## src/rtl/core/pfmt_pkg.sv

```systemverilog
// Shared types, codes and helpers for the printf directive formatter.
`default_nettype none
package pfmt_pkg;

    // Directive mode codes
    localparam logic [2:0] MODE_LITERAL  = 3'd0;
    localparam logic [2:0] MODE_CHAR     = 3'd1;
    localparam logic [2:0] MODE_UNSIGNED = 3'd2;
    localparam logic [2:0] MODE_SIGNED   = 3'd3;
    localparam logic [2:0] MODE_HEX_LO   = 3'd4;
    localparam logic [2:0] MODE_HEX_UP   = 3'd5;
    localparam logic [2:0] MODE_POINTER  = 3'd6;

    // Character select codes for the output character mux
    localparam logic [2:0] SEL_LIT   = 3'd0;
    localparam logic [2:0] SEL_ARGCH = 3'd1;
    localparam logic [2:0] SEL_SPACE = 3'd2;
    localparam logic [2:0] SEL_ZERO  = 3'd3;
    localparam logic [2:0] SEL_MINUS = 3'd4;
    localparam logic [2:0] SEL_DIGIT = 3'd5;

    localparam int DIG_DEPTH = 10;   // most digits of a 32-bit value (decimal)
    localparam int DIG_IDX_W = 4;
    localparam logic [6:0] PTR_DIGITS = 7'd8;

    // ceil(2^35 / 10): q = (v * DEC_RECIP) >> 35 is v / 10 for any 32-bit v
    localparam logic [31:0] DEC_RECIP = 32'hCCCC_CCCD;

    localparam logic [7:0] CH_SPACE = 8'h20;
    localparam logic [7:0] CH_ZERO  = 8'h30;
    localparam logic [7:0] CH_MINUS = 8'h2D;

    typedef struct packed {
        logic                 load;
        logic                 step;
        logic                 emit;
        logic [2:0]           sel;
        logic [DIG_IDX_W-1:0] idx;
    } dp_cmd_t;

    typedef struct packed {
        logic                 done;
        logic                 neg;
        logic [DIG_IDX_W-1:0] len;
    } dp_stat_t;

    function automatic logic [7:0] digit_char(input logic [3:0] d, input logic lower);
        logic [7:0] c;
        begin
            if (d < 4'd10) begin
                c = CH_ZERO + {4'd0, d};
            end
            else begin
                c = (lower ? 8'h61 : 8'h41) + {4'd0, d - 4'd10};
            end
            return c;
        end
    endfunction

endpackage
`default_nettype wire

```

## src/rtl/core/pfmt_ctrl.sv

```systemverilog
// Formatter controller: directive sequencing, pad counters and output handshake.
`default_nettype none
module pfmt_ctrl
#(
    parameter int MAX_WIDTH = 64
)
(
    input  wire logic              clk,
    input  wire logic              rst_n,
    input  wire logic              in_valid,
    output logic                   in_ready,
    input  wire logic [2:0]        in_mode,
    input  wire logic [6:0]        in_width,
    input  wire logic              in_zero_fill,
    output logic                   out_valid,
    input  wire logic              out_ready,
    output logic                   out_last,
    output pfmt_pkg::dp_cmd_t      cmd,
    input  wire pfmt_pkg::dp_stat_t stat
);

    localparam logic [2:0] ST_IDLE = 3'd0;
    localparam logic [2:0] ST_ONE  = 3'd1;
    localparam logic [2:0] ST_CONV = 3'd2;
    localparam logic [2:0] ST_PLAN = 3'd3;
    localparam logic [2:0] ST_RUN1 = 3'd4;
    localparam logic [2:0] ST_SIGN = 3'd5;
    localparam logic [2:0] ST_RUN2 = 3'd6;
    localparam logic [2:0] ST_DIGS = 3'd7;

    localparam logic [6:0] WIDTH_CAP = 7'(MAX_WIDTH);

    logic [2:0] state_reg, state_next;
    logic [2:0] mode_reg, mode_next;
    logic [6:0] width_reg, width_next;
    logic       zf_reg, zf_next;
    logic [6:0] cnt1_reg, cnt1_next;
    logic [6:0] cnt2_reg, cnt2_next;
    logic [2:0] sel1_reg, sel1_next;
    logic [2:0] sel2_reg, sel2_next;
    logic       sgn_reg, sgn_next;
    logic [pfmt_pkg::DIG_IDX_W-1:0] idx_reg, idx_next;
    logic       out_valid_reg, out_valid_next;
    logic       out_last_reg, out_last_next;

    logic       slot_free;
    logic       emit_last;
    logic [6:0] len7;
    logic [6:0] pad_num;
    logic [6:0] pad_neg;
    logic [6:0] ptr_pad;
    logic [6:0] ptr_zero;

    assign slot_free = !out_valid_reg || out_ready;

    always_comb
    begin
        len7     = {3'd0, stat.len};
        pad_num  = (width_reg > len7) ? (width_reg - len7) : 7'd0;
        pad_neg  = (width_reg > (len7 + 7'd1)) ? (width_reg - len7 - 7'd1) : 7'd0;
        ptr_pad  = (width_reg > pfmt_pkg::PTR_DIGITS) ? (width_reg - pfmt_pkg::PTR_DIGITS)
                                                      : 7'd0;
        ptr_zero = pfmt_pkg::PTR_DIGITS - len7;
    end

    always_comb
    begin
        state_next = state_reg;
        mode_next  = mode_reg;
        width_next = width_reg;
        zf_next    = zf_reg;
        cnt1_next  = cnt1_reg;
        cnt2_next  = cnt2_reg;
        sel1_next  = sel1_reg;
        sel2_next  = sel2_reg;
        sgn_next   = sgn_reg;
        idx_next   = idx_reg;
        in_ready   = 1'b0;
        emit_last  = 1'b0;
        cmd.load   = 1'b0;
        cmd.step   = 1'b0;
        cmd.emit   = 1'b0;
        cmd.sel    = pfmt_pkg::SEL_SPACE;
        cmd.idx    = idx_reg;

        unique case (state_reg)
            ST_IDLE:
            begin
                in_ready = 1'b1;
                if (in_valid) begin
                    cmd.load   = 1'b1;
                    mode_next  = in_mode;
                    width_next = (in_width > WIDTH_CAP) ? WIDTH_CAP : in_width;
                    zf_next    = in_zero_fill;
                    priority if (in_mode == pfmt_pkg::MODE_LITERAL ||
                                 in_mode == pfmt_pkg::MODE_CHAR) begin
                        state_next = ST_ONE;
                    end
                    else if (in_mode <= pfmt_pkg::MODE_POINTER) begin
                        state_next = ST_CONV;
                    end
                    else begin
                        state_next = ST_IDLE;   // unused mode: nothing to send
                    end
                end
            end
            ST_ONE:
            begin
                cmd.sel = (mode_reg == pfmt_pkg::MODE_LITERAL) ? pfmt_pkg::SEL_LIT
                                                                : pfmt_pkg::SEL_ARGCH;
                if (slot_free) begin
                    cmd.emit   = 1'b1;
                    emit_last  = 1'b1;
                    state_next = ST_IDLE;
                end
            end
            ST_CONV:
            begin
                if (stat.done) begin
                    state_next = ST_PLAN;
                end
                else begin
                    cmd.step = 1'b1;
                end
            end
            ST_PLAN:
            begin
                idx_next   = stat.len - 1'b1;
                cnt2_next  = 7'd0;
                sgn_next   = 1'b0;
                sel1_next  = zf_reg ? pfmt_pkg::SEL_ZERO : pfmt_pkg::SEL_SPACE;
                sel2_next  = pfmt_pkg::SEL_ZERO;
                cnt1_next  = pad_num;
                if (mode_reg == pfmt_pkg::MODE_POINTER) begin
                    sel1_next = pfmt_pkg::SEL_SPACE;
                    cnt1_next = ptr_pad;
                    cnt2_next = ptr_zero;
                end
                else if (mode_reg == pfmt_pkg::MODE_SIGNED && stat.neg) begin
                    sgn_next = 1'b1;
                    if (zf_reg) begin
                        cnt1_next = 7'd0;       // sign first, zeros after it
                        cnt2_next = pad_neg;
                    end
                    else begin
                        sel1_next = pfmt_pkg::SEL_SPACE;
                        cnt1_next = pad_neg;    // spaces first, then the sign
                    end
                end
                state_next = ST_RUN1;
            end
            ST_RUN1:
            begin
                cmd.sel = sel1_reg;
                if (cnt1_reg == 7'd0) begin
                    state_next = sgn_reg ? ST_SIGN : ST_RUN2;
                end
                else if (slot_free) begin
                    cmd.emit  = 1'b1;
                    cnt1_next = cnt1_reg - 7'd1;
                end
            end
            ST_SIGN:
            begin
                cmd.sel = pfmt_pkg::SEL_MINUS;
                if (slot_free) begin
                    cmd.emit   = 1'b1;
                    state_next = ST_RUN2;
                end
            end
            ST_RUN2:
            begin
                cmd.sel = sel2_reg;
                if (cnt2_reg == 7'd0) begin
                    state_next = ST_DIGS;
                end
                else if (slot_free) begin
                    cmd.emit  = 1'b1;
                    cnt2_next = cnt2_reg - 7'd1;
                end
            end
            ST_DIGS:
            begin
                cmd.sel = pfmt_pkg::SEL_DIGIT;
                if (slot_free) begin
                    cmd.emit = 1'b1;
                    if (idx_reg == '0) begin
                        emit_last  = 1'b1;
                        state_next = ST_IDLE;
                    end
                    else begin
                        idx_next = idx_reg - 1'b1;
                    end
                end
            end
            default:
            begin
                state_next = ST_IDLE;
            end
        endcase
    end

    always_comb
    begin
        out_valid_next = out_valid_reg;
        out_last_next  = out_last_reg;
        if (cmd.emit) begin
            out_valid_next = 1'b1;
            out_last_next  = emit_last;
        end
        else if (out_ready) begin
            out_valid_next = 1'b0;
        end
    end

    always_ff @(posedge clk or negedge rst_n)
    begin
        if (!rst_n) begin
            state_reg     <= ST_IDLE;
            out_valid_reg <= 1'b0;
        end
        else begin
            state_reg     <= state_next;
            out_valid_reg <= out_valid_next;
        end
    end

    always_ff @(posedge clk)
    begin
        mode_reg     <= mode_next;
        width_reg    <= width_next;
        zf_reg       <= zf_next;
        cnt1_reg     <= cnt1_next;
        cnt2_reg     <= cnt2_next;
        sel1_reg     <= sel1_next;
        sel2_reg     <= sel2_next;
        sgn_reg      <= sgn_next;
        idx_reg      <= idx_next;
        out_last_reg <= out_last_next;
    end

    assign out_valid = out_valid_reg;
    assign out_last  = out_last_reg;

endmodule
`default_nettype wire

```

## config.mk

```make
export PLATFORM = sky130hd
export DESIGN_NAME = pfmt_ctrl
export DESIGN_NICKNAME = d
export VERILOG_FILES = /design/src/rtl/core/pfmt_pkg.sv /design/src/rtl/core/pfmt_ctrl.sv
export SDC_FILE = /design/constraint.sdc
export NUM_CORES = 1
export LEC_CHECK = 0
export ABC_AREA = 1
export BUFFER_PORTS_ARGS = -buffer_cell sky130_fd_sc_hd__buf_4
export CORE_UTILIZATION = 55
export CTS_CLUSTER_DIAMETER = 80
export DETAILED_ROUTE_END_ITERATION = 6
export GPL_ROUTABILITY_DRIVEN = 0
export PLACE_DENSITY_LB_ADDON = 0.08
export SYNTH_ARGS = -nofsm -noshare
export SYNTH_HDL_FRONTEND = slang
export SYNTH_SLANG_ARGS = --single-unit
```

## constraint.sdc

```tcl
create_clock -name clk -period 2.75 [get_ports clk]
set_clock_uncertainty 0.15 [all_clocks]
set_input_delay 0.4125 -clock clk [delete_from_list [all_inputs] [get_ports clk]]
set_output_delay 0.4125 -clock clk [all_outputs]
set_load 0.05 [all_outputs]
```

==> qor.txt <==
status: completed
Min Clock Period, post-route: 2720 ps
first-pass GRT wire length: 11,800 µm
syn avg cell area: 7.34 µm²
HPWL after DPL: 5480 µm
Clock Pin Slew Worst Setup and Hold Paths: 80 ps
Sw Pwr: 1560 µW
Yosys reg bits: 36
initial antenna violation count: 0
final WL: 7280 µm
Die H: 73.9 µm
Worst Path Arrival: 2730 ps
Setup TNS Final: 0 ps
clk sinks: 36
Seq pwr share: 32.2%
vias in the first global route: 2,638
Layout Nets: 480
total CTS buffers: 5
post-synth cell types: 36
Internal Dissipation: 1680 µW
pin count of the biggest net entering global routing: 13
Worst setup EP type: register
Post-Syn Nets: 427
sequential area share after synthesis: 37.4%
Post-Place Cells: 492
All-Layer GR Usage: 28.9%
Synth top cells by count: 79 x nand2_1, 64 x inv_1, 44 x nor2_1
TritonCTS clock tree: done
FF-to-FF Start: width_reg[0]$_SDFFCE_PN0P_
Pleak: 0.00162 µW
post-synth top area share: 33.8%
Die W: 73.9 µm
Power, Total: 3240 µW
Final Hold Slack: 148 ps
Critical Path End: cnt2_reg[4]$_DFFE_PP_
io pins: 34
reg2reg end: cnt2_reg[4]$_DFFE_PP_
post-route ant nets: 0
Worst-Skew Late Latency: 290 ps
Post-Syn Instances: 387
Comb pwr share: 56.0%
Worst-Margin Slew: 821 ps
WP data required: 2750 ps
Worst VDD drop: 0.000661 V
Tcrit/Tclk final: 99.1%
grt total ovfl: 0
r2r setup slk: 30 ps
num rows: 25
WS Path Type: reg -> reg
core area: 4850 µm²
clock root buffer: clkbuf_8
worst-path fanout max: 3
Hold/Removal Path Class: in -> reg
final setup violation count: 0
DRC viols: 0
Primary FF master, synth: edfxtp_1
Post-synth ARST share: 11.1%
YS warnings: 0
final count of hold timing violations: 0
initial drt markers: 262
TritonRoute pass-1 iters: 5
die footprint: 5460 µm²
Clock Power Share: 11.8%
Post-synth EDFFs: 32
slew margin rel.: 44.9%
Power Dens Cells: 945 nW/µm²
ant diodes: 0
fmax: 0.367 GHz
final cell count without fillers: 508
Critical Path Start: width_reg[0]$_SDFFCE_PN0P_
switch share: 48.2%
port bufs: 33
wire per inst: 14.3 µm
cell depth of the worst flop-to-flop path: 14
crit path launch type: register
area delta synth->final: 20.8%
Max Cap Viol: 0
Clock Path Buffers: 2
Synth Cell Area: 2840 µm²
synth top area cells: edfxtp_1 34%, nand2_1 10%, inv_1 8.5%
count leader, synth: nand2_1
layout cell share with drive strength beyond 1: 17.9%
starting density of the core: 58.6%
final slew viol count: 0
routed vias/inst: 5.53
biggest area consumer among synthesized cells: edfxtp_1
Clock H-tree levels: 2
vias after detailed routing: 2,811
-- logic make-up after synthesis --
logic type / after synthesis / synth area share (%)
DFF: 36 / 37.4
buffers and inverters: 73 / 9.96
xor gates and xnor gates: 10 / 3.08
adders and majority gates: 19 / 8.63
and+or+nand+nor: 184 / 28.1
AOI/OAI and AO/OA: 65 / 12.8
-- worst min-delay path by stage --
| stage | depth (start not counted) | slack [ps] | from | endpoint |
|---|---|---|---|---|
| after floorplan | 0 | -30 | rst_n | out_valid$_DFFE_PN0P_ |
| after detailed placement | 1 | 60 | rst_n | out_valid$_DFFE_PN0P_ |
| after CTS | 1 | 150 | in_zero_fill | zf_reg$_DFFE_PP_ |
| final | 1 | 150 | in_zero_fill | zf_reg$_DFFE_PP_ |
| after global routing | 1 | 140 | in_zero_fill | zf_reg$_DFFE_PP_ |
| after global placement | 1 | 60 | rst_n | out_valid$_DFFE_PN0P_ |
-- timing repair --
item                                   CTS  global route
endpoints found under the hold margin    4             0
setup endpoints to repair                0             5
setup buffers                            0             7
hold buffers                             1             0
resized for setup                        0            15
-- per-stage QoR --
stage / setup WS (ps) / utilization, % / area, µm²
CTS: 44.0 / 68.5 / 3320
detailed placement: -24.5 / 66.6 / 3230
floorplan: 119 / - / 2850
finish: 25.9 / 70.8 / 3430
global placement: 75.3 / 66.6 / 3230
global route: -174 / 70.8 / 3430
-- layout by cell type, fill, tap and decap left out, types with 2 or more instances in the layout --
master and instances:
a21oi_1 20, a21oi_2 4, a22oi_1 3, a31oi_1 3
buf_4 50, clkbuf_1 2, clkbuf_8 5, dfrtp_1 4
edfxtp_1 32, ha_1 17, inv_1 63, inv_2 3
nand2_1 77, nand2_2 2, nand3_1 31, nand3_2 2
nand4_1 10, nor2_1 42, nor2_2 3, nor3_1 6
nor4_1 2, o21ai_0 25, o21ai_1 2, o31ai_1 3
or2_1 2, or2_2 2, xnor2_1 4, xor2_1 6
-- power groups by stage --
stage,Clock (µW),Combinational [µW],Sequential (µW)
after floorplan,0,1120,1150
after CTS,385,1730,1040
after global routing,402,2000,1080
after global placement,0,1680,1040
after detailed placement,0,1710,1050
final,381,1820,1050
-- worst max-delay path, cell delays in order, from the launching register on --
cell	delay, ps
edfxtp_1	400
inv_2	80
ha_1	140
inv_1	70
fa_2	470
inv_1	80
ha_2	190
a21boi_4	210
nand3_2	130
nor2_4	140
inv_1	60
a21oi_2	150
buf_4	120
nand2_1	40
a21oi_1	160
-- routing by layer --
layer / track usage [%] / up-vias / wire, µm
li1: - / 1393 / -
met2: 47.3 / 133 / 3450
met5: 0 / - / 0
met1: 38.0 / 1261 / 3140
met3: 5.49 / 24 / 484
met4: 10.9 / 0 / 205
-- area by class of cell --
class / instances / area, µm²
Timing Repair Buffer: 51 / 385
Multi-Input combinational cell: 278 / 1560
Inverter: 68 / 259
Tap cell: 67 / 83.8
Clock inverter: 1 / 8.76
Sequential cell: 36 / 1060
Clock buffer: 7 / 76.3
Fill cell: 428 / 1420
Note: power is estimated with default switching activity, not from simulation.
